File: src/spwm_pkg.sv
// Shared constants, types and register codes for the three-phase sine PWM generator.
// No dependencies; the other source files refer to this package by scoped names, the bench imports it.
package spwm_pkg;

  localparam int unsigned TABLE_DEPTH = 256;
  localparam int unsigned FRAC_BITS   = 16;

  // field and state widths
  localparam int unsigned IDX_W    = 8;
  localparam int unsigned TVAL_W   = 8;
  localparam int unsigned DUTY_W   = 8;
  localparam int unsigned AMP_W    = 24;
  localparam int unsigned PRE_W    = 23;
  localparam int unsigned DLY_W    = 27;
  localparam int unsigned PRE_OUT_W = 7;
  localparam int unsigned DLY_OUT_W = 11;

  // configuration register widths
  localparam int unsigned ISTEP_W  = 7;
  localparam int unsigned ASTEP_W  = 16;
  localparam int unsigned PSTEP_W  = 16;
  localparam int unsigned PFLOOR_W = 7;
  localparam int unsigned DSTEP_W  = 20;
  localparam int unsigned DFLOOR_W = 11;
  localparam int unsigned CFG_DATA_W = 20;
  localparam int unsigned CFG_IDX_W  = 3;

  // configuration register indexes
  localparam logic [CFG_IDX_W-1:0] REG_INDEX_STEP      = 3'd0;
  localparam logic [CFG_IDX_W-1:0] REG_AMPLITUDE_STEP  = 3'd1;
  localparam logic [CFG_IDX_W-1:0] REG_PRESCALER_STEP  = 3'd2;
  localparam logic [CFG_IDX_W-1:0] REG_PRESCALER_FLOOR = 3'd3;
  localparam logic [CFG_IDX_W-1:0] REG_DELAY_STEP      = 3'd4;
  localparam logic [CFG_IDX_W-1:0] REG_DELAY_FLOOR     = 3'd5;

  // request kinds
  localparam logic KIND_TABLE_WR = 1'b0;
  localparam logic KIND_TICK     = 1'b1;

  // configuration reset values
  localparam logic [ISTEP_W-1:0]  ISTEP_RST  = 7'd1;
  localparam logic [ASTEP_W-1:0]  ASTEP_RST  = 16'd1638;
  localparam logic [PSTEP_W-1:0]  PSTEP_RST  = 16'd655;
  localparam logic [PFLOOR_W-1:0] PFLOOR_RST = 7'd40;
  localparam logic [DSTEP_W-1:0]  DSTEP_RST  = 20'd6554;
  localparam logic [DFLOOR_W-1:0] DFLOOR_RST = 11'd255;

  // state reset values
  localparam logic [IDX_W-1:0] IDX_A_RST = 8'd0;
  localparam logic [IDX_W-1:0] IDX_B_RST = 8'd85;
  localparam logic [IDX_W-1:0] IDX_C_RST = 8'd43;
  localparam logic POL_A_RST = 1'b1;
  localparam logic POL_B_RST = 1'b1;
  localparam logic POL_C_RST = 1'b0;
  localparam logic [AMP_W-1:0] AMP_RST = '0;
  localparam logic [PRE_W-1:0] PRE_RST = PRE_W'(80 << FRAC_BITS);
  localparam logic [DLY_W-1:0] DLY_RST = DLY_W'(2000 << FRAC_BITS);

  // arithmetic constants
  localparam logic [AMP_W-1:0]  AMP_LIMIT = AMP_W'(254 << FRAC_BITS);
  localparam logic [AMP_W-1:0]  AMP_MAX   = AMP_W'(255 << FRAC_BITS);
  localparam logic [IDX_W-1:0]  OFFSET_B  = 8'd85;
  localparam logic [IDX_W-1:0]  OFFSET_C  = 8'd43;
  localparam logic [DUTY_W-1:0] DUTY_MID  = 8'd127;

  typedef struct packed {
    logic [ISTEP_W-1:0]  index_step;
    logic [ASTEP_W-1:0]  amplitude_step;
    logic [PSTEP_W-1:0]  prescaler_step;
    logic [PFLOOR_W-1:0] prescaler_floor;
    logic [DSTEP_W-1:0]  delay_step;
    logic [DFLOOR_W-1:0] delay_floor;
  } cfg_t;

  // per-tick values that travel alongside the table read
  typedef struct packed {
    logic                 pol_a;
    logic                 pol_b;
    logic                 pol_c;
    logic [7:0]           amp_int;
    logic [PRE_OUT_W-1:0] prescaler;
    logic [DLY_OUT_W-1:0] delay;
  } tick_t;

endpackage

File: src/spwm_ram.sv
// Generic single-write, single-read RAM with registered read data.
// No dependencies beyond spwm_pkg for default sizes.
module spwm_ram #(
  parameter int unsigned Width = spwm_pkg::TVAL_W,
  parameter int unsigned Depth = spwm_pkg::TABLE_DEPTH
) (
  input  logic                     clk_i,
  input  logic                     we_i,
  input  logic [$clog2(Depth)-1:0] waddr_i,
  input  logic [Width-1:0]         wdata_i,
  input  logic                     re_i,
  input  logic [$clog2(Depth)-1:0] raddr_i,
  output logic [Width-1:0]         rdata_o
);

  logic [Width-1:0] mem_q [Depth];
  logic [Width-1:0] rdata_q;

  always_ff @(posedge clk_i) begin
    if (we_i) begin
      mem_q[waddr_i] <= wdata_i;
    end
    if (re_i) begin
      rdata_q <= mem_q[raddr_i];
    end
  end

  assign rdata_o = rdata_q;

endmodule

File: config.mk
export PLATFORM = sky130hd
export DESIGN_NAME = spwm_ram
export DESIGN_NICKNAME = d
export VERILOG_FILES = /design/src/spwm_pkg.sv /design/src/spwm_ram.sv
export SDC_FILE = /design/constraint.sdc
export NUM_CORES = 2
export LEC_CHECK = 0
export ABC_AREA = 0
export BUFFER_PORTS_ARGS = -buffer_cell sky130_fd_sc_hd__buf_2
export CORE_MARGIN = 2
export CORE_UTILIZATION = 40
export CTS_CLUSTER_SIZE = 8
export DETAILED_ROUTE_END_ITERATION = 7
export PLACE_DENSITY = 0.62
export SETUP_SLACK_MARGIN = 0.5
export SLEW_MARGIN = 20
export SYNTH_ARGS = -nofsm -noshare
export SYNTH_HDL_FRONTEND = slang
export SYNTH_SLANG_ARGS = --single-unit
File: constraint.sdc
create_clock -name clk_i -period 3 [get_ports clk_i]
set_input_delay 0.6 -clock clk_i [delete_from_list [all_inputs] [get_ports clk_i]]
set_output_delay 0.6 -clock clk_i [all_outputs]
set_load 0.02 [all_outputs]
==> metrics.md <==
| Metric | Value |
|---|---|
| Crit-path leading delay family | `simple AND/OR/NAND/NOR gates` |
| DIE WIDTH | `450.2 um` |
| Num rows | `163` |
| Initial DRT Pass Iterations | `5` |
| WHS | `0.1563 ns` |
| Fill cell count | `15852` |
| Max rail drop VDD | `0.0006071 V` |
| Final Hold Viols | `0` |
| Setup crit start kind | `primary input` |
| Fmax | `388.3 MHz` |
| Number of H-tree levels | `5` |
| Distinct cells, synth | `54` |
| Worst Hold Class | `in2reg` |
| Die H | `450.2 um` |
| Worst-Skew Late Latency | `0.91 ns` |
| CTS sink cnt | `2056` |
| RSZ-0062 raised after global routing | `yes` |
| EDFF count, synth | `2056` |
| Worst slew pin tran | `0.8486 ns` |
| Most used DFF post-synth | `edfxtp_1` |
| Core area | `0.1976 sq mm` |
| WL final | `206.6 mm` |
| Critical-path top delay cell | `nor4_4` |
| CP max FO | `20` |
| Worst setup margin | `0.4245 ns` |
| First-pass GRT wire length | `298.8 mm` |
| Finish-stage setup viols | `0` |
| Pin count of the biggest net entering global routing | `149` |
| Most used cell, CP | `buf_4` |
| Register area share after synthesis | `77.53%` |
| FF/Latch Area | `0.06174 sq mm` |
| Area delta synth->final | `20.33%` |
| I/O Buffers | `34` |
| Max-slew violation count | `0` |
| Overall Global Routing Usage | `20.26%` |
| Max cap viols | `0` |
| Die area | `0.2027 sq mm` |
| Vias in the first global route | `41687` |
| Share of post-route cells with drive strength above 1 | `33.30%` |
| Initial antenna violation count | `11` |
| CTS clk-pin slew, worst paths | `0.05 ns` |
| Final period util | `85.85%` |
| 1st-iter DRT viols | `4833` |
| Syn_area_per_cell | `21.33 sq um` |
| Syn_nets | `3760` |
| Power per cell area | `672.7 mW/mm^2` |
| CP bufs+invs | `3` |
| Fin crit period | `2.576 ns` |
| Total gr overflow | `0` |
| Worst Skew | `0.06669 ns` |
| Outcome | `complete, no violations` |
| Effective utilization at floorplan | `40.30%` |
| CTS tree | `done` |
| Yosys warns | `0` |
| Post-Syn Area | `0.07964 sq mm` |
| Inst Count DP | `6810` |
| Cells after synthesis | `3733` |
| Drt drc | `0` |
| Crit path kind | `in2reg` |
| Slowest cell delay on critical path | `0.79 ns` |
| Nature of the critical path endpoint | `flop` |
| TritonCTS Buffers | `307` |
| I/O pin count | `35` |
| Setup slack at placement | `-0.8191 ns` |
| Post-layout util | `48.49%` |
| Slew HR | `43.22%` |
| Cell Area, Placed | `0.08766 sq mm` |
| Crit-path cells | `buf_4 > buf_4 > and2_1 > a221oi_1 > buf_4 > o211ai_1 > nand3_1 > nor4_4 > nor4_2` |
| DP HPWL | `131.0 mm` |
| Worst Path Arrival | `3.17 ns` |
| Final non-filler cell total | `7137` |
| Ys async rst share | `0%` |
| Multi-input gate area | `0.01671 sq mm` |
| Root Driver | `clkbuf_16` |
| Leak Pwr | `31.01 nW` |
| Routed WL per cell | `28.95 um` |
| Nets | `4510` |
| Vias | `41177` |
| Routed Antenna Nets | `0` |
| GPL Wtd Cong | `0.8643` |
| Vias per inst | `5.770` |
| Worst Path Required | `3.60 ns` |
| FF+latch count, synth | `2056` |
| Design area | `0.09583 sq mm` |
| Clock Path Buffers | `4` |
layout make-up:
class                           count  share of cell area (%)
Antenna cell                        1                0.002611
Clock buffer                      315                   8.182
Clock inverter                      7                 0.07965
Inverter                            2                0.007834
Multi-Input combinational cell   1442                   17.44
Sequential cell                  2056                   64.43
Tap cell                         2640                   3.447
Timing Repair Buffer              674                   6.418
power by group:
group | switching [mW] | internal, mW
Sequential | 0.0469 | 31.8
Clock | 11.2 | 18.2
Combinational | 2.00 | 1.33
per-stage QoR:
| step | total power, mW | setup TNS (ns) |
|---|---|---|
| global placement | 35.60 | -5.747 |
| detailed placement | 35.64 | -5.393 |
| global route | 66.19 | 0 |
| finish | 64.46 | 0 |
| floorplan | 33.91 | 0 |
| CTS | 64.94 | 0 |
worst register-to-register path, cell delays in order (launching register included):
cell	delay, ns
edfxtp_1	0.35
mux4_2	0.53
mux4_2	0.48
nor2b_1	0.15
nor4_2	0.45
buf_4	0.21
nor4_2	0.04
registers in the layout, summed over array words and instances (netlist names):
register  cells
rdata_o       8
mem_q      2048
routing by layer:
metal / vias to the layer above / track usage (%) / part of all wire, %
li1: 17081 / - / -
met1: 21933 / 28.53 / 41
met2: 1818 / 32.25 / 48
met3: 341 / 3.707 / 7.9
met4: 4 / 6.093 / 2.7
met5: - / 0 / 0.017
cell usage after synthesis (10+ instances only):
master	n	area [sq um]
a21oi_1	96	480.5
buf_6	21	236.5
a22oi_1	133	998.5
nand3_1	34	170.2
clkbuf_1	111	416.7
a211oi_1	16	120.1
edfxtp_1	2056	61740
o221ai_1	46	402.9
o211ai_1	10	75.07
nor2b_1	31	193.9
buf_1	22	82.58
nor2_1	282	1059
buf_8	13	195.2
mux4_2	454	10220
nand4_1	10	62.56
nor4_1	24	150.1
nor3_1	22	110.1
o21ai_0	10	50.05
buf_2	31	155.2
nand2_1	33	123.9
mux2i_1	134	1341
a221oi_1	13	113.9
buf_4	27	202.7
o22ai_1	28	175.2
worst paths after layout:
kind / startpoint / to / slack (ns) / cells past startpoint
setup / recovery: raddr_i[3] / rdata_o[2] / 0.42 / 9
hold / removal: wdata_i[4] / mem_q[3][4] / 0.16 / 1
setup reg to reg: mem_q[87][2] / rdata_o[2] / 0.49 / 6
hold reg to reg: mem_q[215][6] / rdata_o[6] / 1.25 / 6
kinds of logic (layout without fill, tap and decap cells):
group	after synthesis	count (layout)	share of synthesized area, %
AO/OA/AOI/OAI	385	385	3.416
buffers and inverters	235	998	1.829
flip-flops	2056	2056	77.53
multiplexers	591	591	14.60
other	0	1	0
AND/OR/NAND/NOR	466	466	2.625
layout by cell type, fill, tap and decap left out, drive strengths merged, types with 6 or more instances in the layout:
cell type  synthesis  final
and2               6      6
mux2i            134    134
nor4              27     27
nand3             34     34
nand2             33     33
o22ai             28     28
buf              122    670
edfxtp          2056   2056
nand4             10     10
a21oi             96     96
o211ai            10     10
o221ai            47     47
nand2b             8      8
a22o               8      8
a22oi            133    133
nor2             282    282
o21ai             12     12
nor3              22     22
a221oi            14     14
clkbuf           111    318
a211oi            16     16
nor2b             31     31
mux4             456    456
repair_timing:
item | CTS | global route
gates cloned | 0 | 0
pin swaps | 7 | 3
buffers inserted | 3 | 0
hold buffers | 1 | 0
resized for setup | 28 | 9
endpoints found under the hold margin | 5 | 0
setup endpoints to repair | 8 | 7
Power figures use the tool's default switching activity.
