$ cat config.mk
export PLATFORM = sky130hd
export DESIGN_NAME = spwm_duty
export DESIGN_NICKNAME = d
export VERILOG_FILES = /design/src/spwm_pkg.sv /design/src/spwm_duty.sv
export SDC_FILE = /design/constraint.sdc
export NUM_CORES = 1
export LEC_CHECK = 0
export BUFFER_PORTS_ARGS = -buffer_cell sky130_fd_sc_hd__buf_4
export CAP_MARGIN = 15
export CORE_ASPECT_RATIO = 1.75
export CORE_MARGIN = 4
export CORE_UTILIZATION = 50
export DETAILED_ROUTE_END_ITERATION = 12
export PLACE_DENSITY = 0.76
export REMOVE_ABC_BUFFERS = 1
export SYNTH_ARGS = -nofsm -noshare
export SYNTH_HDL_FRONTEND = slang
export SYNTH_SLANG_ARGS = --single-unit
$ cat constraint.sdc
create_clock -name clk_i -period 14.5 [get_ports clk_i]
set_input_delay 0 -clock clk_i [delete_from_list [all_inputs] [get_ports clk_i]]
set_output_delay 0 -clock clk_i [all_outputs]
set_load 0.01 [all_outputs]
$ cat src/spwm_pkg.sv
// Shared constants, types and register codes for the three-phase sine PWM generator.
// No dependencies; the other source files refer to this package by scoped names, the bench imports it.
package spwm_pkg;

  localparam int unsigned TABLE_DEPTH = 256;
  localparam int unsigned FRAC_BITS   = 16;

  // field and state widths
  localparam int unsigned IDX_W    = 8;
  localparam int unsigned TVAL_W   = 8;
  localparam int unsigned DUTY_W   = 8;
  localparam int unsigned AMP_W    = 24;
  localparam int unsigned PRE_W    = 23;
  localparam int unsigned DLY_W    = 27;
  localparam int unsigned PRE_OUT_W = 7;
  localparam int unsigned DLY_OUT_W = 11;

  // configuration register widths
  localparam int unsigned ISTEP_W  = 7;
  localparam int unsigned ASTEP_W  = 16;
  localparam int unsigned PSTEP_W  = 16;
  localparam int unsigned PFLOOR_W = 7;
  localparam int unsigned DSTEP_W  = 20;
  localparam int unsigned DFLOOR_W = 11;
  localparam int unsigned CFG_DATA_W = 20;
  localparam int unsigned CFG_IDX_W  = 3;

  // configuration register indexes
  localparam logic [CFG_IDX_W-1:0] REG_INDEX_STEP      = 3'd0;
  localparam logic [CFG_IDX_W-1:0] REG_AMPLITUDE_STEP  = 3'd1;
  localparam logic [CFG_IDX_W-1:0] REG_PRESCALER_STEP  = 3'd2;
  localparam logic [CFG_IDX_W-1:0] REG_PRESCALER_FLOOR = 3'd3;
  localparam logic [CFG_IDX_W-1:0] REG_DELAY_STEP      = 3'd4;
  localparam logic [CFG_IDX_W-1:0] REG_DELAY_FLOOR     = 3'd5;

  // request kinds
  localparam logic KIND_TABLE_WR = 1'b0;
  localparam logic KIND_TICK     = 1'b1;

  // configuration reset values
  localparam logic [ISTEP_W-1:0]  ISTEP_RST  = 7'd1;
  localparam logic [ASTEP_W-1:0]  ASTEP_RST  = 16'd1638;
  localparam logic [PSTEP_W-1:0]  PSTEP_RST  = 16'd655;
  localparam logic [PFLOOR_W-1:0] PFLOOR_RST = 7'd40;
  localparam logic [DSTEP_W-1:0]  DSTEP_RST  = 20'd6554;
  localparam logic [DFLOOR_W-1:0] DFLOOR_RST = 11'd255;

  // state reset values
  localparam logic [IDX_W-1:0] IDX_A_RST = 8'd0;
  localparam logic [IDX_W-1:0] IDX_B_RST = 8'd85;
  localparam logic [IDX_W-1:0] IDX_C_RST = 8'd43;
  localparam logic POL_A_RST = 1'b1;
  localparam logic POL_B_RST = 1'b1;
  localparam logic POL_C_RST = 1'b0;
  localparam logic [AMP_W-1:0] AMP_RST = '0;
  localparam logic [PRE_W-1:0] PRE_RST = PRE_W'(80 << FRAC_BITS);
  localparam logic [DLY_W-1:0] DLY_RST = DLY_W'(2000 << FRAC_BITS);

  // arithmetic constants
  localparam logic [AMP_W-1:0]  AMP_LIMIT = AMP_W'(254 << FRAC_BITS);
  localparam logic [AMP_W-1:0]  AMP_MAX   = AMP_W'(255 << FRAC_BITS);
  localparam logic [IDX_W-1:0]  OFFSET_B  = 8'd85;
  localparam logic [IDX_W-1:0]  OFFSET_C  = 8'd43;
  localparam logic [DUTY_W-1:0] DUTY_MID  = 8'd127;

  typedef struct packed {
    logic [ISTEP_W-1:0]  index_step;
    logic [ASTEP_W-1:0]  amplitude_step;
    logic [PSTEP_W-1:0]  prescaler_step;
    logic [PFLOOR_W-1:0] prescaler_floor;
    logic [DSTEP_W-1:0]  delay_step;
    logic [DFLOOR_W-1:0] delay_floor;
  } cfg_t;

  // per-tick values that travel alongside the table read
  typedef struct packed {
    logic                 pol_a;
    logic                 pol_b;
    logic                 pol_c;
    logic [7:0]           amp_int;
    logic [PRE_OUT_W-1:0] prescaler;
    logic [DLY_OUT_W-1:0] delay;
  } tick_t;

endpackage

$ cat src/spwm_duty.sv
// Duty stage and output register: scales the table entries by the amplitude.
// Depends on spwm_pkg. Holds the in-flight tick and the result register.
module spwm_duty (
  input  logic                             clk_i,
  input  logic                             rst_ni,
  input  logic                             load_i,
  input  spwm_pkg::tick_t                  info_i,
  input  logic [spwm_pkg::TVAL_W-1:0]      tab_a_i,
  input  logic [spwm_pkg::TVAL_W-1:0]      tab_b_i,
  input  logic [spwm_pkg::TVAL_W-1:0]      tab_c_i,
  output logic                             ready_o,
  output logic                             valid_o,
  input  logic                             ready_i,
  output logic [spwm_pkg::DUTY_W-1:0]      duty_a_o,
  output logic [spwm_pkg::DUTY_W-1:0]      duty_b_o,
  output logic [spwm_pkg::DUTY_W-1:0]      duty_c_o,
  output logic [spwm_pkg::PRE_OUT_W-1:0]   prescaler_o,
  output logic [spwm_pkg::DLY_OUT_W-1:0]   delay_o
);

  function automatic logic [spwm_pkg::DUTY_W-1:0] duty_of(
    input logic [7:0]                  amp,
    input logic [spwm_pkg::TVAL_W-1:0] tab,
    input logic                        positive
  );
    logic [15:0]                 prod;
    logic [7:0]                  mag;
    logic [spwm_pkg::DUTY_W:0]   sum;
    logic [spwm_pkg::DUTY_W-1:0] res;
    prod = {8'd0, amp} * {8'd0, tab};
    mag  = prod[15:8];
    sum  = {1'b0, spwm_pkg::DUTY_MID} + {1'b0, mag};
    if (positive) begin
      res = sum[spwm_pkg::DUTY_W] ? '1 : sum[spwm_pkg::DUTY_W-1:0];
    end else begin
      res = (mag > spwm_pkg::DUTY_MID) ? '0 : spwm_pkg::DUTY_MID - mag;
    end
    return res;
  endfunction

  logic            s1_valid_q, s1_valid_d;
  spwm_pkg::tick_t s1_info_q;
  logic            out_valid_q, out_valid_d;
  logic            out_free, move;

  logic [spwm_pkg::DUTY_W-1:0]    duty_a_q, duty_b_q, duty_c_q;
  logic [spwm_pkg::PRE_OUT_W-1:0] pre_q;
  logic [spwm_pkg::DLY_OUT_W-1:0] dly_q;

  assign out_free    = !out_valid_q || ready_i;
  assign move        = s1_valid_q && out_free;
  assign ready_o     = !s1_valid_q || out_free;
  assign s1_valid_d  = load_i || (s1_valid_q && !move);
  assign out_valid_d = move || (out_valid_q && !ready_i);

  always_ff @(posedge clk_i or negedge rst_ni) begin
    if (!rst_ni) begin
      s1_valid_q  <= 1'b0;
      out_valid_q <= 1'b0;
    end else begin
      s1_valid_q  <= s1_valid_d;
      out_valid_q <= out_valid_d;
    end
  end

  // table data sits in the RAM read registers while the tick waits here
  always_ff @(posedge clk_i) begin
    if (load_i) begin
      s1_info_q <= info_i;
    end
    if (move) begin
      duty_a_q <= duty_of(s1_info_q.amp_int, tab_a_i, s1_info_q.pol_a);
      duty_b_q <= duty_of(s1_info_q.amp_int, tab_b_i, s1_info_q.pol_b);
      duty_c_q <= duty_of(s1_info_q.amp_int, tab_c_i, s1_info_q.pol_c);
      pre_q    <= s1_info_q.prescaler;
      dly_q    <= s1_info_q.delay;
    end
  end

  assign valid_o     = out_valid_q;
  assign duty_a_o    = duty_a_q;
  assign duty_b_o    = duty_b_q;
  assign duty_c_o    = duty_c_q;
  assign prescaler_o = pre_q;
  assign delay_o     = dly_q;

endmodule

==> results.sh, run 1 <==
export IMPL_fin_crit_sh_pct=44.7
export IMPL_synth_flop_cell="edfxtp_1"
export IMPL_worstSetupEndpoint="duty_b_o[1]$_DFFE_PP_"
export IMPL_maxSlewViolCount=0
export IMPL_clk_latency_ns=0.33
export IMPL_drv_cap=0
export IMPL_async_flop_share_pct=2.74
export IMPL_synth_xor_xnor_area_share_pct=2.18
export IMPL_cp_common_cell="fa_1"
export IMPL_num_vias=6777
export IMPL_worst_path_max_fanout=24
export IMPL_cts_max_level=3
export IMPL_start_kind="register"
export IMPL_fin_area_um2=10800
export IMPL_fill_cells=1558
export IMPL_rr_endpoint="duty_b_o[1]$_DFFE_PP_"
export IMPL_area_delta_synth_final_pct=17.0
export IMPL_setup_ws_ns=8.02
export IMPL_synthSimpleGateAreaFrac_pct=19.2
export IMPL_placed_area_um2=10100
export IMPL_ir_drop_mv=0.123
export IMPL_r2r_setup_slack_ns=8.02
export IMPL_antenna_cells=0
export IMPL_coreArea_um2=18100
export IMPL_postSynthAreaPerCell_um2=10.1
export IMPL_detailedPlace_worstSlack_ns=8.08
export IMPL_syn_cell_area_um2=9190
export IMPL_synth_cell_types=68
export IMPL_path_cells="nand2_1, fa_1, fa_1, inv_1, fa_1, inv_1, fa_1, inv_1, ha_1, nand2_1, o21ai_1, a31oi_4, xnor2_1, ha_1, or3b_2, o311ai_0, and4_1, a21o_1, a31oi_1"
export IMPL_setup_viol=0
export IMPL_crit_family="adder cells"
export IMPL_cts_tree="done"
export IMPL_power_w=0.00190
export IMPL_min_period_ns=6.48
export IMPL_max_slew_margin_pct=28.8
export IMPL_fp_dieArea_um2=20700
export IMPL_firstDrtPassIters=5
export IMPL_r2r_start="s1_info_q[23]$_DFFE_PP_"
export IMPL_dp_final_hpwl_mm=15.5
export IMPL_num_nets_final=1290
export IMPL_required_ns=14.56
export IMPL_fp_dieH_um=187
export IMPL_synthTopCellsByArea="edfxtp_1 23%, fa_1 23%, ha_1 14%"
export IMPL_synth_edf_count=71
export IMPL_ys_ff_latch=73
export IMPL_antenna_found_initial=0
export IMPL_finClkSkew_ns=0.00557
export IMPL_port_buffers=100
export IMPL_ant_nets=0
export IMPL_p_leak_nw=5.04
export IMPL_muxShareOfSynthArea_pct=1.10
export IMPL_worst_setup_path_type="reg -> reg"
export IMPL_drive_above_1_share_pct=13.4
export IMPL_synth_compound_area_share_pct=10.0
export IMPL_synth_cells=906
export IMPL_synth_top_family_by_area="adder cells"
export IMPL_yosys_warnings=0
export IMPL_worstMarginPinSlew_ns=1.07
export IMPL_synth_adder_area_share_pct=36.8
export IMPL_timing_hold_ws_ns=0.118
export IMPL_crit_arrival_ns=6.54
export IMPL_hold_violations=0
export IMPL_critical_path_slowest_cell="edfxtp_1"
export IMPL_cts_sinks=73
export IMPL_max_stage_delay_ns=0.81
export IMPL_cts_root_buf="clkbuf_16"
export IMPL_initial_utilization_pct=50.9
export IMPL_status="finished, final reports clean"
export IMPL_cp_end_kind="register"
export IMPL_cts_inserted_buffers=9
export IMPL_reg2reg_depth=19
export IMPL_grt_pass1_wl_mm=34.8
export IMPL_wl_mm=19.7
export IMPL_ys_seq_area_share_pct=23.8
export IMPL_drtIter0Drc=247
export IMPL_rsz0062_at_grt="no"
export IMPL_hold_class="in -> reg"
export IMPL_die_w_um=110
export IMPL_critPathLaunch="s1_info_q[23]$_DFFE_PP_"
export IMPL_fmax_mhz=154
export IMPL_synth_common_cells="167 x and2_1, 140 x inv_1, 105 x fa_1"
export IMPL_post_drt_via_cell_ratio=5.36
export IMPL_grt_overflow=0
export IMPL_num_io_pins=101
export IMPL_yosysMostFrequentCell="and2_1"
export IMPL_path_buf_inv=3
export IMPL_cts_setup_buffers=0
export IMPL_power_density_nw_per_um2=177
export IMPL_yosysTopAreaCell="edfxtp_1"
export IMPL_route_detailed_drc=0
export IMPL_gp_congestion=0.887
export IMPL_first_global_vias=7575
export IMPL_clk_pin_slew_worst_paths_ns=0.06
export IMPL_synth_top_area_share_pct=23.2
export IMPL_finalSetupTns_ns=0
export IMPL_crit_cells=19
export IMPL_clockBufferDepth=2
export IMPL_wl_per_cell_um=15.5
export IMPL_grt_total_usage_pct=20.1
export IMPL_num_rows=65
export IMPL_grt_max_degree=43
==> timing repair <==
item,CTS,global route
hold buffers,32,0
gates resized for setup,0,0
hold endpoints to repair,33,0
==> state kept, by name, summed over array words and instances (netlist names) <==
signal / count
valid_o: 1
duty_a_o: 8
prescaler_o: 7
s1_info_q: 29
s1_valid_q: 1
duty_b_o: 8
delay_o: 11
duty_c_o: 8
==> area by class of cell <==
| class | instances | area [µm²] | share of cell area [%] |
|---|---|---|---|
| clock buffer | 10 | 229 | 2.13 |
| clock inverter | 6 | 65.1 | 0.605 |
| inverter | 140 | 526 | 4.89 |
| multi-input combinational | 668 | 6370 | 59.3 |
| sequential | 73 | 2180 | 20.3 |
| tap | 234 | 293 | 2.72 |
| timing repair buffer | 134 | 1090 | 10.1 |
==> logic make-up after synthesis <==
logic type,Yosys count
xor+xnor,22
compound gates,126
buf+inv,165
simple gates,303
fa+ha+maj,207
mux,10
flops,73
==> how the worst min path moves through the flow <==
stage                              to    from  cells after the start  slack, ns
5_1_grt        s1_info_q[2]$_DFFE_PP_  load_i                      1       0.13
2_1_floorplan    s1_valid_q$_DFF_PN0_  rst_ni                      0      -0.30
3_3_place_gp     s1_valid_q$_DFF_PN0_  rst_ni                      1      -0.22
6_report       s1_info_q[2]$_DFFE_PP_  load_i                      1       0.12
4_1_cts        s1_info_q[6]$_DFFE_PP_  load_i                      1       0.11
3_5_place_dp        valid_o$_DFF_PN0_  rst_ni                      1      -0.22
==> cells in the final DEF, fill, tap and decap left out, drive strengths merged, types with 4 or more instances in the layout <==
cell and n:
clkbuf 10, nand4 5, o211ai 5, ha 102
o21a 9, xnor2 15, nand3 7, o311ai 5
fa 105, buf 102, nor3b 4, a31oi 6
a211o 4, edfxtp 71, a21oi 41, nand2b 10
and3 11, inv 142, o21ai 22, or3 4
a311oi 5, nand2 47, dlygate4sd3 32, mux2i 9
xor2 7, nor2 22, a211oi 4, and2 167
nor3 7
==> stage by stage <==
stage | utilization [%] | instances
CTS | 59.5 | 1265
detailed placement | 56.1 | 1217
finish | 59.5 | 1265
global placement | 56.1 | 1217
global route | 59.5 | 1265
floorplan | - | 881
==> layer usage <==
layer / routed length, µm / share of wire, % / global-route usage [%]
met1: 7520 / 38 / 22.1
met2: 10700 / 54 / 38.1
met3: 858 / 4.4 / 3.76
met4: 593 / 3.0 / 7.02
met5: 0 / 0 / 0
==> where the power goes <==
group          switching [W]  internal [W]  leakage, nW
registers          0.0000224      0.000310        0.708
logic               0.000753      0.000590         4.19
clock network      0.0000881      0.000134        0.143
Note: power is estimated with default switching activity, not from simulation.
==> run 2: changes to the inputs <==
Settings changed: ABC_AREA set to 1, PLACE_DENSITY 0.76 to 0.75.
Clock period 14.5 ns to 6.6 ns, I/O delays scaled along.
==> run 2 against run 1 <==
Net effect:
- core utilization fell by 0.95 points
- final area up 8.1%
- critical path depth is 5 higher
- global-route usage grew 0.77 points
- fmax rose by 19%
- clock skew grew 0.0074 ns
- sequential cell count unchanged
- die area grew 9.4%
- critical endpoint is now duty_c_o[4]$_DFFE_PP_
- first-iteration DRC count grew 66%
- cell count is 35% higher
- register-to-register slack got worse by 6.9 ns
==> results.sh, run 2 <==
export IMPL_ir_drop_mv=0.383
export IMPL_critical_path_slowest_cell="edfxtp_1"
export IMPL_synth_cells=1343
export IMPL_postSynthAreaPerCell_um2=7.52
export IMPL_initial_utilization_pct=51.0
export IMPL_cts_hold_buf=32
export IMPL_grt_total_usage_pct=20.9
export IMPL_rsz0062_at_grt="no"
export IMPL_setup_viol=0
export IMPL_synthTopCellsByArea="edfxtp_1 21%, fa_1 21%, nand2_1 15%"
export IMPL_setup_ws_ns=1.16
export IMPL_wl_per_cell_um=12.9
export IMPL_synth_flop_cell="edfxtp_1"
export IMPL_port_buffers=100
export IMPL_grt_pass1_wl_mm=38.6
export IMPL_worst_path_max_fanout=24
export IMPL_hold_class="in -> reg"
export IMPL_yosysTopAreaCell="edfxtp_1"
export IMPL_wl_mm=22.0
export IMPL_firstDrtPassIters=4
export IMPL_clockBufferDepth=2
export IMPL_async_flop_share_pct=2.74
export IMPL_die_w_um=115
export IMPL_fmax_mhz=184
export IMPL_critPathLaunch="s1_info_q[20]$_DFFE_PP_"
export IMPL_num_vias=8363
export IMPL_required_ns=6.70
export IMPL_antenna_found_initial=0
export IMPL_num_io_pins=101
export IMPL_num_rows=68
export IMPL_fill_cells=1805
export IMPL_min_period_ns=5.44
export IMPL_drive_above_1_share_pct=13.0
export IMPL_cts_inserted_buffers=9
export IMPL_reg2reg_depth=24
export IMPL_yosys_warnings=0
export IMPL_synth_cell_types=37
export IMPL_top_register="s1_info_q"
export IMPL_finClkSkew_ns=0.0129
export IMPL_grt_overflow=0
export IMPL_gp_congestion=0.864
export IMPL_rr_endpoint="duty_c_o[4]$_DFFE_PP_"
export IMPL_layout_common_cells="392 x nand2_1, 380 x inv_1, 105 x fa_1"
export IMPL_status="finished, final reports clean"
export IMPL_dp_final_hpwl_mm=18.0
export IMPL_worst_setup_path_type="reg -> reg"
export IMPL_first_global_vias=8899
export IMPL_cts_root_buf="clkbuf_16"
export IMPL_crit_arrival_ns=5.53
export IMPL_ys_ff_latch=73
export IMPL_max_slew_margin_pct=36.5
export IMPL_fp_dieH_um=196
export IMPL_cp_end_kind="register"
export IMPL_synth_common_cells="392 x nand2_1, 380 x inv_1, 105 x fa_1"
export IMPL_worstMarginPinSlew_ns=0.953
export IMPL_largest_reg_flops=29
export IMPL_cts_setup_buffers=0
export IMPL_worstHoldEndpoint="s1_valid_q$_DFF_PN0_"
export IMPL_area_delta_synth_final_pct=15.0
export IMPL_p_leak_nw=7.12
export IMPL_r2r_setup_slack_ns=1.16
export IMPL_max_stage_delay_ns=0.96
export IMPL_power_density_nw_per_um2=396
export IMPL_min_delay_start="load_i"
export IMPL_ant_nets=0
export IMPL_r2r_start="s1_info_q[20]$_DFFE_PP_"
export IMPL_fp_dieArea_um2=22600
export IMPL_timing_hold_ws_ns=0.0766
export IMPL_num_nets_final=1716
export IMPL_cp_common_cell="nand2_1"
export IMPL_clk_pin_slew_worst_paths_ns=0.06
export IMPL_route_detailed_drc=0
export IMPL_fin_crit_sh_pct=82.4
export IMPL_post_drt_via_cell_ratio=4.91
export IMPL_final_common_cell="nand2_1"
export IMPL_hold_violations=0
export IMPL_min_delay_path_depth=3
export IMPL_synth_edf_count=71
export IMPL_finalSetupTns_ns=0
export IMPL_maxSlewViolCount=0
export IMPL_clk_latency_ns=0.35
export IMPL_path_cells="nand2_1, inv_1, fa_1, fa_1, fa_1, inv_1, fa_1, inv_1, ha_1, a21oi_1, nand2_1, inv_1, nand2_2, nand2_1, nand2_1, inv_1, ha_1, nand2_2, nor2_2, nor2_2, nor2_4, nand2_1, nand2_1, nand2_1"
export IMPL_yosysMostFrequentCell="nand2_1"
export IMPL_cts_tree="done"
export IMPL_synth_top_area_share_pct=21.1
export IMPL_grt_max_degree=31
export IMPL_syn_cell_area_um2=10100
export IMPL_cts_sinks=73
export IMPL_cts_resized=0
export IMPL_ys_seq_area_share_pct=21.6
export IMPL_drtIter0Drc=409
export IMPL_cts_max_level=3
export IMPL_start_kind="register"
export IMPL_detailedPlace_worstSlack_ns=1.18
export IMPL_coreArea_um2=19800
export IMPL_drv_cap=0
-- run 2: cell types whose count changed after synthesis, sizes merged, moves of 9 or more --
cell / before / now
a21oi: 41 / 32
nor2: 22 / 60
xnor2: 15 / 5
nand2: 47 / 427
nand2b: 10 / 0
and3: 11 / 0
nand3: 7 / 56
and2: 167 / 1
inv: 140 / 387
mux2i: 9 / 0
-- run 2: how the worst max path moves through the flow --
stage,endpoint,slack (ns),cells after the start
floorplan,duty_c_o[1]$_DFFE_PP_,1.72,26
global placement,duty_b_o[5]$_DFFE_PP_,1.32,23
detailed placement,duty_c_o[4]$_DFFE_PP_,1.18,24
CTS,duty_c_o[4]$_DFFE_PP_,1.17,24
global route,duty_b_o[1]$_DFFE_PP_,0.76,25
finish,duty_c_o[4]$_DFFE_PP_,1.16,24
-- run 2: cell families after synthesis --
| kind of cell | after synthesis | share of synthesized area, % |
|---|---|---|
| AOI/OAI and AO/OA | 65 | 3.83 |
| xor gates and xnor gates | 7 | 0.607 |
| adders and majority gates | 207 | 33.4 |
| buffers and inverters | 425 | 16.1 |
| DFF | 73 | 21.6 |
| and+or+nand+nor | 566 | 24.4 |
-- run 2: routing by layer --
layer,GRT usage [%],wire length [µm],vias up
li1,-,-,4175
met2,40.9,12700,166
met3,2.90,750,63
met5,0,0,-
met1,21.1,7880,3959
met4,8.96,740,0
-- run 2: worst max-delay path, delay by kind of cell, from the launching register on --
kind	cells	cell delay, ns
fa+ha+maj	6	2.66
compound gates	1	0.22
simple gates	12	0.99
flops	1	0.96
buf+inv	5	0.37
-- run 2: power by group --
part	internal, W	switching, W	leakage [nW]	total [W]
registers	0.000675	0.0000553	0.708	0.000731
clock network	0.000256	0.000212	0.129	0.000468
logic	0.00129	0.00212	6.28	0.00341
-- run 2: area by class of cell --
cell class                      instances  area, µm²  share of cell area [%]
Antenna cell                            1       2.50                  0.0215
Clock buffer                           10        229                    1.97
Clock inverter                          6       42.5                   0.366
Inverter                              388       1460                    12.5
Multi-Input combinational cell        845       6300                    54.3
Sequential cell                        73       2180                    18.8
Tap cell                              245        307                    2.64
Timing Repair Buffer                  135       1090                    9.41
-- run 2: stage by stage --
step                      total power, W  std cells  area [µm²]  util (%)
after global placement           0.00403       1654       11000      55.6
after detailed placement         0.00413       1654       11000      55.6
final                            0.00461       1703       11600      58.6
after global routing             0.00522       1702       11600      58.6
after CTS                        0.00463       1702       11600      58.6
after floorplan                  0.00336       1306        9930         -
