===== config.mk =====
export PLATFORM = sky130hd
export DESIGN_NAME = spwm_state
export DESIGN_NICKNAME = d
export VERILOG_FILES = /design/src/spwm_pkg.sv /design/src/spwm_state.sv
export SDC_FILE = /design/constraint.sdc
export NUM_CORES = 1
export LEC_CHECK = 0
export BUFFER_PORTS_ARGS = -buffer_cell sky130_fd_sc_hd__buf_4
export CAP_MARGIN = 20
export CORE_ASPECT_RATIO = 1.25
export CORE_MARGIN = 3
export CORE_UTILIZATION = 45
export CTS_BUF_LIST = sky130_fd_sc_hd__clkbuf_8
export CTS_CLUSTER_SIZE = 20
export DETAILED_ROUTE_END_ITERATION = 8
export HOLD_SLACK_MARGIN = 0.02
export PLACE_DENSITY = 0.73
export SLEW_MARGIN = 5
export SYNTH_ARGS = -nofsm -noshare
export SYNTH_HDL_FRONTEND = slang
export SYNTH_SLANG_ARGS = --single-unit
export TNS_END_PERCENT = 30

===== constraint.sdc =====
create_clock -name clk_i -period 8 [get_ports clk_i]
set_input_delay 0 -clock clk_i [delete_from_list [all_inputs] [get_ports clk_i]]
set_output_delay 0 -clock clk_i [all_outputs]
set_load 0.02 [all_outputs]

===== src/spwm_pkg.sv =====
// Shared constants, types and register codes for the three-phase sine PWM generator.
// No dependencies; the other source files refer to this package by scoped names, the bench imports it.
package spwm_pkg;

  localparam int unsigned TABLE_DEPTH = 256;
  localparam int unsigned FRAC_BITS   = 16;

  // field and state widths
  localparam int unsigned IDX_W    = 8;
  localparam int unsigned TVAL_W   = 8;
  localparam int unsigned DUTY_W   = 8;
  localparam int unsigned AMP_W    = 24;
  localparam int unsigned PRE_W    = 23;
  localparam int unsigned DLY_W    = 27;
  localparam int unsigned PRE_OUT_W = 7;
  localparam int unsigned DLY_OUT_W = 11;

  // configuration register widths
  localparam int unsigned ISTEP_W  = 7;
  localparam int unsigned ASTEP_W  = 16;
  localparam int unsigned PSTEP_W  = 16;
  localparam int unsigned PFLOOR_W = 7;
  localparam int unsigned DSTEP_W  = 20;
  localparam int unsigned DFLOOR_W = 11;
  localparam int unsigned CFG_DATA_W = 20;
  localparam int unsigned CFG_IDX_W  = 3;

  // configuration register indexes
  localparam logic [CFG_IDX_W-1:0] REG_INDEX_STEP      = 3'd0;
  localparam logic [CFG_IDX_W-1:0] REG_AMPLITUDE_STEP  = 3'd1;
  localparam logic [CFG_IDX_W-1:0] REG_PRESCALER_STEP  = 3'd2;
  localparam logic [CFG_IDX_W-1:0] REG_PRESCALER_FLOOR = 3'd3;
  localparam logic [CFG_IDX_W-1:0] REG_DELAY_STEP      = 3'd4;
  localparam logic [CFG_IDX_W-1:0] REG_DELAY_FLOOR     = 3'd5;

  // request kinds
  localparam logic KIND_TABLE_WR = 1'b0;
  localparam logic KIND_TICK     = 1'b1;

  // configuration reset values
  localparam logic [ISTEP_W-1:0]  ISTEP_RST  = 7'd1;
  localparam logic [ASTEP_W-1:0]  ASTEP_RST  = 16'd1638;
  localparam logic [PSTEP_W-1:0]  PSTEP_RST  = 16'd655;
  localparam logic [PFLOOR_W-1:0] PFLOOR_RST = 7'd40;
  localparam logic [DSTEP_W-1:0]  DSTEP_RST  = 20'd6554;
  localparam logic [DFLOOR_W-1:0] DFLOOR_RST = 11'd255;

  // state reset values
  localparam logic [IDX_W-1:0] IDX_A_RST = 8'd0;
  localparam logic [IDX_W-1:0] IDX_B_RST = 8'd85;
  localparam logic [IDX_W-1:0] IDX_C_RST = 8'd43;
  localparam logic POL_A_RST = 1'b1;
  localparam logic POL_B_RST = 1'b1;
  localparam logic POL_C_RST = 1'b0;
  localparam logic [AMP_W-1:0] AMP_RST = '0;
  localparam logic [PRE_W-1:0] PRE_RST = PRE_W'(80 << FRAC_BITS);
  localparam logic [DLY_W-1:0] DLY_RST = DLY_W'(2000 << FRAC_BITS);

  // arithmetic constants
  localparam logic [AMP_W-1:0]  AMP_LIMIT = AMP_W'(254 << FRAC_BITS);
  localparam logic [AMP_W-1:0]  AMP_MAX   = AMP_W'(255 << FRAC_BITS);
  localparam logic [IDX_W-1:0]  OFFSET_B  = 8'd85;
  localparam logic [IDX_W-1:0]  OFFSET_C  = 8'd43;
  localparam logic [DUTY_W-1:0] DUTY_MID  = 8'd127;

  typedef struct packed {
    logic [ISTEP_W-1:0]  index_step;
    logic [ASTEP_W-1:0]  amplitude_step;
    logic [PSTEP_W-1:0]  prescaler_step;
    logic [PFLOOR_W-1:0] prescaler_floor;
    logic [DSTEP_W-1:0]  delay_step;
    logic [DFLOOR_W-1:0] delay_floor;
  } cfg_t;

  // per-tick values that travel alongside the table read
  typedef struct packed {
    logic                 pol_a;
    logic                 pol_b;
    logic                 pol_c;
    logic [7:0]           amp_int;
    logic [PRE_OUT_W-1:0] prescaler;
    logic [DLY_OUT_W-1:0] delay;
  } tick_t;

endpackage


===== src/spwm_state.sv =====
// Generator state: phase indices, polarities and the three Q.16 ramps.
// Depends on spwm_pkg. Gives the table read addresses and per-tick values.
module spwm_state (
  input  logic                            clk_i,
  input  logic                            rst_ni,
  input  logic                            tick_i,
  input  spwm_pkg::cfg_t                  cfg_i,
  output logic [spwm_pkg::IDX_W-1:0]      rd_addr_a_o,
  output logic [spwm_pkg::IDX_W-1:0]      rd_addr_b_o,
  output logic [spwm_pkg::IDX_W-1:0]      rd_addr_c_o,
  output spwm_pkg::tick_t                 info_o
);

  logic [spwm_pkg::IDX_W-1:0] idx_a_q, idx_b_q, idx_c_q;
  logic [spwm_pkg::IDX_W-1:0] idx_a_d, idx_b_d, idx_c_d;
  logic [spwm_pkg::IDX_W-1:0] wrap_a, wrap_b, wrap_c;
  logic pol_a_q, pol_b_q, pol_c_q;
  logic pol_a_d, pol_b_d, pol_c_d;
  logic [spwm_pkg::AMP_W-1:0] amp_q, amp_d;
  logic [spwm_pkg::PRE_W-1:0] pre_q, pre_d, pre_floor;
  logic [spwm_pkg::DLY_W-1:0] dly_q, dly_d, dly_floor;
  logic [spwm_pkg::AMP_W:0]   amp_sum;
  logic [spwm_pkg::PRE_W:0]   pre_diff;
  logic [spwm_pkg::DLY_W:0]   dly_diff;

  // ramps: a borrow or a result under the floor lands on the floor; amplitude above its limit goes to max
  always_comb begin
    pre_floor = {cfg_i.prescaler_floor, spwm_pkg::FRAC_BITS'(0)};
    pre_diff  = {1'b0, pre_q} - (spwm_pkg::PRE_W + 1)'(cfg_i.prescaler_step);
    pre_d     = (pre_diff[spwm_pkg::PRE_W] || (pre_diff[spwm_pkg::PRE_W-1:0] < pre_floor))
                ? pre_floor : pre_diff[spwm_pkg::PRE_W-1:0];

    dly_floor = {cfg_i.delay_floor, spwm_pkg::FRAC_BITS'(0)};
    dly_diff  = {1'b0, dly_q} - (spwm_pkg::DLY_W + 1)'(cfg_i.delay_step);
    dly_d     = (dly_diff[spwm_pkg::DLY_W] || (dly_diff[spwm_pkg::DLY_W-1:0] < dly_floor))
                ? dly_floor : dly_diff[spwm_pkg::DLY_W-1:0];

    amp_sum = {1'b0, amp_q} + (spwm_pkg::AMP_W + 1)'(cfg_i.amplitude_step);
    amp_d   = (amp_sum > {1'b0, spwm_pkg::AMP_LIMIT}) ? spwm_pkg::AMP_MAX
              : amp_sum[spwm_pkg::AMP_W-1:0];
  end

  // half-wave wraps; an A wrap resynchronises B and C
  always_comb begin
    if (idx_a_q[spwm_pkg::IDX_W-1]) begin
      wrap_a  = {1'b0, idx_a_q[spwm_pkg::IDX_W-2:0]};
      wrap_b  = wrap_a + spwm_pkg::OFFSET_B;
      wrap_c  = wrap_a + spwm_pkg::OFFSET_C;
      pol_a_d = ~pol_a_q;
      pol_b_d = ~pol_a_q;
      pol_c_d = pol_a_q;
    end else begin
      wrap_a  = idx_a_q;
      wrap_b  = {1'b0, idx_b_q[spwm_pkg::IDX_W-2:0]};
      wrap_c  = {1'b0, idx_c_q[spwm_pkg::IDX_W-2:0]};
      pol_a_d = pol_a_q;
      pol_b_d = pol_b_q ^ idx_b_q[spwm_pkg::IDX_W-1];
      pol_c_d = pol_c_q ^ idx_c_q[spwm_pkg::IDX_W-1];
    end
    idx_a_d = wrap_a + spwm_pkg::IDX_W'(cfg_i.index_step);
    idx_b_d = wrap_b + spwm_pkg::IDX_W'(cfg_i.index_step);
    idx_c_d = wrap_c + spwm_pkg::IDX_W'(cfg_i.index_step);
  end

  always_ff @(posedge clk_i or negedge rst_ni) begin
    if (!rst_ni) begin
      idx_a_q <= spwm_pkg::IDX_A_RST;
      idx_b_q <= spwm_pkg::IDX_B_RST;
      idx_c_q <= spwm_pkg::IDX_C_RST;
      pol_a_q <= spwm_pkg::POL_A_RST;
      pol_b_q <= spwm_pkg::POL_B_RST;
      pol_c_q <= spwm_pkg::POL_C_RST;
      amp_q   <= spwm_pkg::AMP_RST;
      pre_q   <= spwm_pkg::PRE_RST;
      dly_q   <= spwm_pkg::DLY_RST;
    end else if (tick_i) begin
      idx_a_q <= idx_a_d;
      idx_b_q <= idx_b_d;
      idx_c_q <= idx_c_d;
      pol_a_q <= pol_a_d;
      pol_b_q <= pol_b_d;
      pol_c_q <= pol_c_d;
      amp_q   <= amp_d;
      pre_q   <= pre_d;
      dly_q   <= dly_d;
    end
  end

  assign rd_addr_a_o = wrap_a;
  assign rd_addr_b_o = wrap_b;
  assign rd_addr_c_o = wrap_c;

  assign info_o.pol_a     = pol_a_d;
  assign info_o.pol_b     = pol_b_d;
  assign info_o.pol_c     = pol_c_d;
  assign info_o.amp_int   = amp_d[spwm_pkg::AMP_W-1:spwm_pkg::FRAC_BITS];
  assign info_o.prescaler = pre_d[spwm_pkg::FRAC_BITS +: spwm_pkg::PRE_OUT_W];
  assign info_o.delay     = dly_d[spwm_pkg::FRAC_BITS +: spwm_pkg::DLY_OUT_W];

endmodule


==> metrics.cfg, run 1 <==
[logic_synthesis]
synth_most_common_cell=inv_1
netlist_top_cells_count=110 x inv_1, 91 x ha_1, 85 x nand2_1, 83 x dfrtp_1, 82 x o21ai_0
async_reset_ff_frac=1.00
syn-instance-count=1101
synth_cell_type_count=83
synth_top_area_share=0.223
synth-edff-count=0
synth_area_leaders=dfrtp_1 22%, ha_1 12%, xnor2_1 6.0%
ys_ff_latch=101
yosysTopAreaCell=dfrtp_1
syn_avg_cell_area_sq_um=8.45
yosys_warnings=0
syn_area_sq_mm=0.00931
synth_ff_type=dfrtp_1
mappedNetlistNets=1278
ys_seq_area_frac=0.274

[setup_path]
worst-setup-path-type=reg2reg
worstRegToRegCells=26
cpLargestDelayFamily=compound AO/OA/AOI/OAI gates
cp.depth=26
r2r-start=dly_q[0]
worstPathMaxFanout=34
crit_path_top_delay_cell=dlygate4sd3_1
timing.critical_path.from=dly_q[0]
worst_ep_arrival_time_ns=6.67
startpoint_type=register
critPathMaxStageDelay_ns=0.57
end_kind=register
crit_end=dly_q[17]
crit_required_ns=8.27
cpMostUsedCell=nor2_1
worst-path-buf-inv=4
ff2ff_setup_slack_ns=1.60
r2r_end=dly_q[17]

[floorplanning]
die_area_sq_mm=0.0224
rows=58
core_region_area_sq_mm=0.0202
io_pins=133
die_w_um=135
fp.dieH_um=167
floorplan.initialDensity=0.460

[clocking]
cts_root_buffer=clkbuf_8
clock_path_buffers=2
cts.sinks=101
post_cts_buffers=0
cts_tree=done
numCtsBuffers=9
cts.clk_slew.worst_paths_ns=0.11
h-tree-depth=3
insertion_delay_ns=0.39

[power]
clkPwrFrac=0.075
p_int_uw=2450
p_sw_uw=2200
peakVddDrop_mv=0.311
seq_power_share=0.218
combPwrFrac=0.708
p_leak_uw=0.00509
power.density_mw_per_mm2=438
switching_share=0.473

[placed_design]
dp_hpwl_um=16400
pre_cts_slack_ns=2.04
globalplace.congestion=0.888
portBuffers=131

[grt]
grt_max_degree=105
grt_pass1_vias=8026
gr-usage-all-layers=0.198
overflow=0
grt_pass1_wl_um=37200
antenna_found_initial=0

[sta]
fin_crit_ns=6.40
setup_slack_ns=1.60
fin_skew_ns=0.0197
setup_tns_ns=0
hold_violations=0
finalSetupViolCount=0
min_period_over_period=0.800
worstMarginPinSlew_ns=1.02
drv_slew=0
timing.fmax_ghz=0.156
rsz0062_at_grt=false
relSlewSlack=0.320

[detailed_routing]
ant_nets=0
first_pass_iters=5
routed_wl_um=22000
drt-initial-drc-count=344
drc=0
vias=8013
wl_per_cell_um=15.0
avgViaCountPerCell=5.45

[final_layout]
drive_gt1_frac=0.196
multiInputGateArea_sq_mm=0.00588
fillCellCount=1912
seq_area_sq_mm=0.00255
nets=1372
num_antenna_cells=0
areaGrowthSynthToFinish_pct=14.3

[status]
status=completed

[run]
max_cap_viol_count=0

[min_path]
holdCritPathClass=in2reg

worst min-delay path by stage:
stage,slack (ns),cells past startpoint,to,start
final,0.05,4,idx_a_q[7],cfg_i[76]
after global routing,0.06,4,pre_q[20],cfg_i[35]
after CTS,0.02,4,pre_q[20],cfg_i[35]
after detailed placement,-0.02,1,pre_q[5],rst_ni
after global placement,-0.02,1,pre_q[5],rst_ni
after floorplan,-0.30,0,amp_q[0],rst_ni
placed cells by master (no fill, tap or decap), drive strengths merged, types with 26 or more instances in the layout:
master,instances
a21o,31
a21oi,70
buf,136
dfrtp,83
ha,91
inv,111
mux2,38
nand2,86
nand3,36
nor2,73
o21ai,84
xnor2,64
xor2,26
routing by layer:
layer  track usage  routed length, um  part of all wire
met5             0                  0                 0
met4        0.0704                527             0.024
met3        0.0341                914             0.041
met2         0.349              11100              0.50
met1         0.241               9510              0.43
worst reg2reg max path, stage by stage, from the launching register on:
cell	delay, ns
dfrtp_1	0.37
inv_1	0.07
ha_1	0.17
inv_1	0.06
fa_1	0.42
a211oi_1	0.38
nor4_1	0.12
nor2_1	0.15
o21ai_0	0.20
o311ai_0	0.54
a21oi_1	0.21
nor2_1	0.14
nand2_1	0.12
nor3_1	0.29
xor2_1	0.14
ha_1	0.31
nand4_1	0.09
nor2_1	0.17
and3_1	0.17
o2111ai_1	0.10
nand4b_1	0.16
a21boi_4	0.39
buf_4	0.41
mux2_2	0.40
nor2_1	0.11
nor2_1	0.05
dlygate4sd3_1	0.57
area by class of cell:
type / instances / share of cell area
sequential: 101 / 0.240
clock inverter: 5 / 0.00482
timing repair buffer: 160 / 0.119
clock buffer: 11 / 0.0142
tap: 270 / 0.0317
inverter: 110 / 0.0388
multi-input combinational: 813 / 0.552
through the flow:
stage	instances	utilization	instance area, sq um	hold WS, ns	power, uW
2_1_floorplan	1101	-	9310	-0.296	3620
3_3_place_gp	1430	0.504	10200	-0.0187	4220
3_5_place_dp	1430	0.504	10200	-0.0216	4290
4_1_cts	1470	0.526	10600	0.0231	4680
5_1_grt	1470	0.526	10600	0.0633	5090
6_report	1470	0.526	10600	0.0531	4660
kinds of logic after synthesis:
| logic type | after synthesis | share of synthesized area |
|---|---|---|
| muxes | 43 | 0.0514 |
| adders and majority gates | 97 | 0.135 |
| other | 1 | 0.000403 |
| buffers and inverters | 187 | 0.0956 |
| AOI/OAI and AO/OA | 298 | 0.210 |
| xor gates and xnor gates | 90 | 0.0847 |
| and+or+nand+nor | 284 | 0.148 |
| DFF | 101 | 0.274 |
repair_timing:
| action | 4_1_cts | 5_1_grt |
|---|---|---|
| resized for setup | 0 | 0 |
| hold buffers | 24 | 0 |
| hold endpoints to repair | 54 | 0 |
power by group through the flow:
stage          clock [uW]  sequential, uW  combinational [uW]
3_3_place_gp            0            1010                3210
4_1_cts               364            1010                3300
3_5_place_dp            0            1020                3270
2_1_floorplan           0             934                2690
6_report              348            1010                3290
5_1_grt               380            1050                3660
registers in the layout (all words and copies together) (netlist names):
name     count
dly_q       27
amp_q       24
pre_q       23
idx_a_q      8
idx_b_q      8
idx_c_q      8
pol_a_q      1
pol_b_q      1
pol_c_q      1
No activity file was read; power rests on OpenSTA's default activity.
==> inputs of run 2 (changes only) <==
Clock period 8 ns to 6.25 ns, I/O delays scaled along.
==> run 2 against run 1 <==
  * Count of clock-buffer cells in the layout down 2
  * Routed wire length up 0.12%
  * Flip-flop and latch count unchanged
  * Clock power up 46%
  * Final area up 0.14%
  * Via count up 0.45%
  * Non-clock buffer count down 4
  * Global-route usage down 0.33 points
  * Final cell count down 0.20%
  * Die area unchanged
  * Combinational power up 28%
  * Core utilization up 0.074 points
  * Critical endpoint is now info_o[17]
==> metrics.cfg, run 2 (synthesis results as in run 1) <==
[clocking]
numCtsBuffers=9  ; unchanged
cts_root_buffer=clkbuf_8  ; unchanged
cts_tree=done  ; unchanged
h-tree-depth=3  ; unchanged
insertion_delay_ns=0.37  ; was 0.39 ns
cts.sinks=101  ; unchanged
clock_path_buffers=2  ; unchanged
cts.clk_slew.worst_paths_ns=0.10  ; was 0.11 ns

[placed_design]
dp_hpwl_um=16500  ; was 16400 um
pre_cts_slack_ns=0.533  ; was 2.04 ns
portBuffers=131  ; unchanged
globalplace.congestion=0.862  ; was 0.888

[setup_path]
worst_ep_arrival_time_ns=5.92  ; was 6.67 ns
crit_required_ns=6.25  ; was 8.27 ns
startpoint_type=register  ; unchanged
worstPathCellList=inv_1, ha_1, inv_1, fa_1, a21oi_2, o21bai_2, a2111oi_4, nor4_1, o21a_1, o21a_1, o21a_1, or3_1, xnor2_1, ha_1, a21o_1, a21o_1, a21oi_1, nand4b_1, or3_1, o31ai_2, nor2_2, buf_4, o21ai_0, buf_4
crit_path_top_delay_cell=o31ai_2  ; was dlygate4sd3_1
cpMostUsedCell=o21a_1  ; was nor2_1
worstPathMaxFanout=44  ; was 34
critPathMaxStageDelay_ns=0.42  ; was 0.57 ns
worst-setup-path-type=reg2out  ; was reg2reg
end_kind=output pin  ; was register

[status]
status=completed  ; unchanged

[sta]
setup_tns_ns=0  ; unchanged
drv_slew=0  ; unchanged
setup_slack_ns=0.326  ; was 1.60 ns
fin_skew_ns=0.00856  ; was 0.0197 ns
worstMarginPinSlew_ns=0.882  ; was 1.02 ns
min_period_over_period=0.948
timing.fmax_ghz=0.169
hold_violations=0  ; unchanged
finalSetupViolCount=0  ; unchanged
rsz0062_at_grt=false  ; unchanged
fin_crit_ns=5.92
relSlewSlack=0.412  ; was 0.320

[floorplanning]
floorplan.initialDensity=0.460  ; unchanged
fp.dieH_um=167  ; unchanged
core_region_area_sq_mm=0.0202  ; unchanged
die_w_um=135  ; unchanged
die_area_sq_mm=0.0224  ; unchanged
io_pins=133  ; unchanged
rows=58  ; unchanged

[detailed_routing]
avgViaCountPerCell=5.49  ; was 5.45
ant_nets=0  ; unchanged
drt-initial-drc-count=325  ; was 344
routed_wl_um=22100  ; was 22000 um
wl_per_cell_um=15.0  ; about the same
first_pass_iters=5  ; unchanged
drc=0  ; unchanged
vias=8049  ; was 8013

[final_layout]
post-route-util=0.526  ; about the same
nets=1369  ; was 1372
largest_reg_flops=27  ; unchanged
areaGrowthSynthToFinish_pct=14.5  ; was 14.3%
final_cell_mix=137 x buf_4, 110 x inv_1, 91 x ha_1  ; was 136 x buf_4, 110 x inv_1, 91 x ha_1
fillCellCount=1897  ; was 1912
drive_gt1_frac=0.200  ; was 0.196
final_common_cell=buf_4  ; unchanged
num_antenna_cells=0  ; unchanged
top_register=dly_q  ; unchanged
top_regs=dly_q x27, amp_q x24, pre_q x23  ; unchanged

[grt]
overflow=0  ; unchanged
grt_pass1_wl_um=36700  ; was 37200 um
grt_max_degree=90  ; was 105
grt_pass1_vias=7952  ; was 8026
antenna_found_initial=0  ; unchanged
gr-usage-all-layers=0.195  ; was 0.198

[power]
power.density_mw_per_mm2=566  ; was 438 mW/mm^2
p_total_uw=6030  ; was 4660 uW
p_leak_uw=0.00510  ; was 0.00509 uW
peakVddDrop_mv=0.457  ; was 0.311 mV

[min_path]
holdCritPathClass=in2reg  ; unchanged

[run]
max_cap_viol_count=0  ; unchanged

-- run 2: cell count changes in the layout (fill, tap and decap cells not counted) --
| cell | change |
|---|---|
| a211oi_1 | -1 |
| a211oi_2 | +1 |
| a21boi_2 | +1 |
| buf_4 | +1 |
| bufinv_16 | +2 |
| clkbuf_8 | -2 |
| clkinv_2 | -1 |
| clkinv_4 | +1 |
| dlygate4sd3_1 | -5 |
| o31ai_1 | -1 |
| o31ai_2 | +1 |
-- run 2: layer usage --
layer	part of all wire	wire [um]	global-route usage
met1	0.43	9490	0.234
met2	0.50	11100	0.348
met3	0.041	904	0.0296
met4	0.025	543	0.0731
met5	0	0	0
-- run 2: metrics by stage --
stage | instance area (sq um) | hold WS, ns | instances
detailed placement | 10200 | 0.123 | 1431
CTS | 10600 | 0.0231 | 1466
finish | 10700 | 0.0428 | 1467
global route | 10700 | 0.0365 | 1467
floorplan | 9310 | -0.296 | 1101
global placement | 10200 | 0.122 | 1431
-- run 2: worst paths after layout --
path | depth (start not counted) | startpoint | slack [ns] | endpoint
setup / recovery | 24 | pre_q[0] | 0.33 | info_o[17]
hold / removal | 4 | cfg_i[11] | 0.04 | dly_q[0]
setup reg to reg | 24 | pre_q[0] | 0.66 | pre_q[14]
hold reg to reg | 2 | idx_c_q[0] | 0.50 | idx_c_q[0]
max in group asynchronous | 3 | rst_ni | 4.92 | dly_q[8]
min in group asynchronous | 2 | rst_ni | 0.23 | pre_q[5]
-- run 2: power by group --
group / internal (uW) / switching [uW] / total, uW
clock: 265 / 244 / 509
sequential: 1010 / 290 / 1300
combinational: 1920 / 2300 / 4220
total: 3200 / 2830 / 6030
-- run 2: worst max-delay path: cells and delay by family, from the launching register on --
kind	cells	cell delay, ns
adders and majority gates	3	0.86
and+or+nand+nor	5	1.03
xor gates and xnor gates	1	0.24
DFF	1	0.37
AOI/OAI and AO/OA	11	2.46
buffers and inverters	4	0.58
-- run 2: timing repair --
| item | CTS | global route |
|---|---|---|
| hold buffers | 19 | 0 |
| resized for setup | 0 | 2 |
| endpoints found under the setup margin | 0 | 17 |
| setup buffers | 0 | 0 |
| hold endpoints to repair | 63 | 0 |
-- run 2: final cells by class --
class | count | area, sq um | share of cell area
Inverter | 110 | 413 | 0.0388
Multi-Input combinational cell | 814 | 5900 | 0.553
Tap cell | 270 | 338 | 0.0317
Sequential cell | 101 | 2550 | 0.239
Timing Repair Buffer | 156 | 1220 | 0.114
Clock inverter | 7 | 115 | 0.0108
Clock buffer | 9 | 124 | 0.0116
==> inputs of run 3 (changes only) <==
==> constraint.sdc (replaced) <==
create_clock -name clk_i -period 6.25 [get_ports clk_i]
set_input_delay 1.25 -clock clk_i [delete_from_list [all_inputs] [get_ports clk_i]]
set_output_delay 1.25 -clock clk_i [all_outputs]
set_load 0.02 [all_outputs]
==> run 3 against run 2 <==
  * The flow now finishes with violations (negative setup slack)
  * Core utilization rose by 4.6 points
  * Sequential share of layout area decreased by 1.9 points
  * Flip-flop and latch count unchanged
  * Via count grew 4.9%
  * Die area unchanged
  * Routed wire length rose by 7.1%
  * Clock power fell by 12%
  * Sequential power about the same
  * Critical path type is now in2out
  * Critical endpoint is now info_o[15]
  * Largest cell class unchanged
  * Largest power group unchanged
  * Highest routed layer unchanged
==> metrics.cfg, run 3 (synthesis results as in run 1) <==
[floorplanning]
fp.dieH_um=167  ; unchanged
die_w_um=135  ; unchanged
die_area_sq_mm=0.0224  ; unchanged
io_pins=133  ; unchanged
floorplan.initialDensity=0.460  ; unchanged
rows=58  ; unchanged
core_region_area_sq_mm=0.0202  ; unchanged

[power]
p_leak_uw=0.00564  ; was 0.00510 uW
peakVddDrop_mv=0.480  ; was 0.457 mV
power.density_mw_per_mm2=576  ; was 566 mW/mm^2

[sta]
relSlewSlack=0.402  ; was 0.412
fin_crit_ns=6.94  ; was 5.92 ns
fin_skew_ns=0.0206  ; was 0.00856 ns
finalSetupViolCount=18  ; was 0
worstMarginPinSlew_ns=0.897  ; was 0.882 ns
rsz0062_at_grt=true  ; was false
min_period_over_period=1.11  ; was 0.948
timing.fmax_ghz=0.144  ; was 0.169 GHz
hold_violations=0  ; unchanged
drv_slew=0  ; unchanged
setup_tns_ns=-8.28  ; was 0 ns
fin_hold_ws_ns=0.500  ; was 0.0428 ns
setup_slack_ns=-0.694  ; was 0.326 ns

[final_layout]
top_register=dly_q  ; unchanged
fillCellCount=1817  ; was 1897
largest_reg_flops=27  ; unchanged
design_area_sq_mm=0.0116  ; was 0.0107 sq mm
areaGrowthSynthToFinish_pct=24.6  ; was 14.5%
num_antenna_cells=0  ; unchanged
drive_gt1_frac=0.304  ; was 0.200
final_common_cell=buf_4  ; unchanged
post-route-util=0.573  ; was 0.526
nets=1471  ; was 1369
final_cell_mix=248 x buf_4, 106 x inv_1, 88 x ha_1  ; was 137 x buf_4, 110 x inv_1, 91 x ha_1
top_regs=dly_q x27, amp_q x24, pre_q x23  ; unchanged

[setup_path]
worst_ep_arrival_time_ns=5.69  ; was 5.92 ns
startpoint_type=input pin  ; was register
worstPathMaxFanout=8  ; was 44
worst-setup-path-type=in2out  ; was reg2out
end_kind=output pin  ; unchanged
crit_required_ns=5.00  ; was 6.25 ns

[placed_design]
portBuffers=131  ; unchanged
dp_hpwl_um=17500  ; was 16500 um
pre_cts_slack_ns=-0.743  ; was 0.533 ns
post_dp_cell_area_sq_mm=0.0111  ; was 0.0102 sq mm
globalplace.congestion=0.951  ; was 0.862

[run]
max_cap_viol_count=0  ; unchanged

[grt]
grt_pass1_vias=8677  ; was 7952
grt_pass1_wl_um=40200  ; was 36700 um
gr-usage-all-layers=0.212  ; was 0.195
overflow=0  ; unchanged
grt_max_degree=73  ; was 90
antenna_found_initial=0  ; unchanged

[clocking]
cts.sinks=101  ; unchanged
h-tree-depth=3  ; unchanged
insertion_delay_ns=0.40  ; was 0.37 ns
cts_root_buffer=clkbuf_8  ; unchanged
cts.clk_slew.worst_paths_ns=0.11  ; was 0.10 ns
cts_tree=done  ; unchanged
clock_path_buffers=2  ; unchanged
holdBufCountCts=0  ; was 19
numCtsBuffers=9  ; unchanged

[detailed_routing]
avgViaCountPerCell=5.38  ; was 5.49
routed_wl_um=23700  ; was 22100 um
ant_nets=0  ; unchanged
drt-initial-drc-count=438  ; was 325
drc=0  ; unchanged
vias=8443  ; was 8049
first_pass_iters=5  ; unchanged
wl_per_cell_um=15.1  ; was 15.0 um

[status]
status=finished with violations  ; was completed
violations=negative setup slack

[min_path]
holdCritPathClass=reg2reg  ; was in2reg

## run 3: repair_timing
item,4_1_cts,5_1_grt
buffers inserted,10,4
resized for setup,39,24
pin swaps,28,15
cloned,0,1
setup endpoints to repair,18,18
## run 3: routing by layer
metal | vias to the layer above | global-route usage | share of wire
met3 | 23 | 0.0172 | 0.030
met5 | - | 0 | 0
li1 | 4217 | - | -
met1 | 4037 | 0.264 | 0.44
met2 | 166 | 0.393 | 0.52
met4 | 0 | 0.0549 | 0.015
## run 3: layout make-up
type,count,area (sq um),area share
flip-flops and latches,101,2550,0.220
repair buffers,258,1980,0.171
multi-input cells,814,6110,0.527
clock buffers,9,124,0.0107
inverters,110,413,0.0356
clock inverters,7,81.3,0.00702
well taps,270,338,0.0291
## run 3: metrics by stage
| stage | power [uW] | instances |
|---|---|---|
| 6_report | 6680 | 1569 |
| 5_1_grt | 7280 | 1569 |
| 4_1_cts | 6570 | 1564 |
| 3_5_place_dp | 5930 | 1538 |
| 3_3_place_gp | 5830 | 1538 |
| 2_1_floorplan | 4690 | 1101 |
## run 3: worst paths after layout
kind | slack [ns] | startpoint | endpoint | cells past startpoint
max in group asynchronous | 4.21 | rst_ni | dly_q[16] | 2
hold / removal | 0.50 | pre_q[14] | pre_q[14] | 1
hold reg to reg | 0.50 | pre_q[14] | pre_q[14] | 1
setup reg to reg | 0.90 | pre_q[0] | pre_q[14] | 25
min in group asynchronous | 0.86 | rst_ni | amp_q[7] | 1
setup / recovery | -0.69 | cfg_i[38] | info_o[15] | 24
## run 3: critical path: stages
cell,delay [ns]
buf_8,0.07
ha_4,0.13
inv_2,0.03
fa_2,0.35
a21oi_2,0.15
o21bai_2,0.09
a2111oi_4,0.34
nor4_2,0.09
o21a_1,0.21
o21a_1,0.18
o21a_1,0.20
or3_4,0.38
xnor2_4,0.19
ha_4,0.23
a21o_1,0.15
a21o_1,0.18
a21oi_2,0.15
nand4b_1,0.16
or3_4,0.37
o31ai_4,0.32
nor2_4,0.11
nand2_1,0.10
o21ai_1,0.08
buf_4,0.16
## run 3: power breakdown
part,internal [uW],leakage (uW),switching [uW]
Combinational,2420,0.00433,2500
Clock,163,0.000104,287
Sequential,1010,0.00120,297
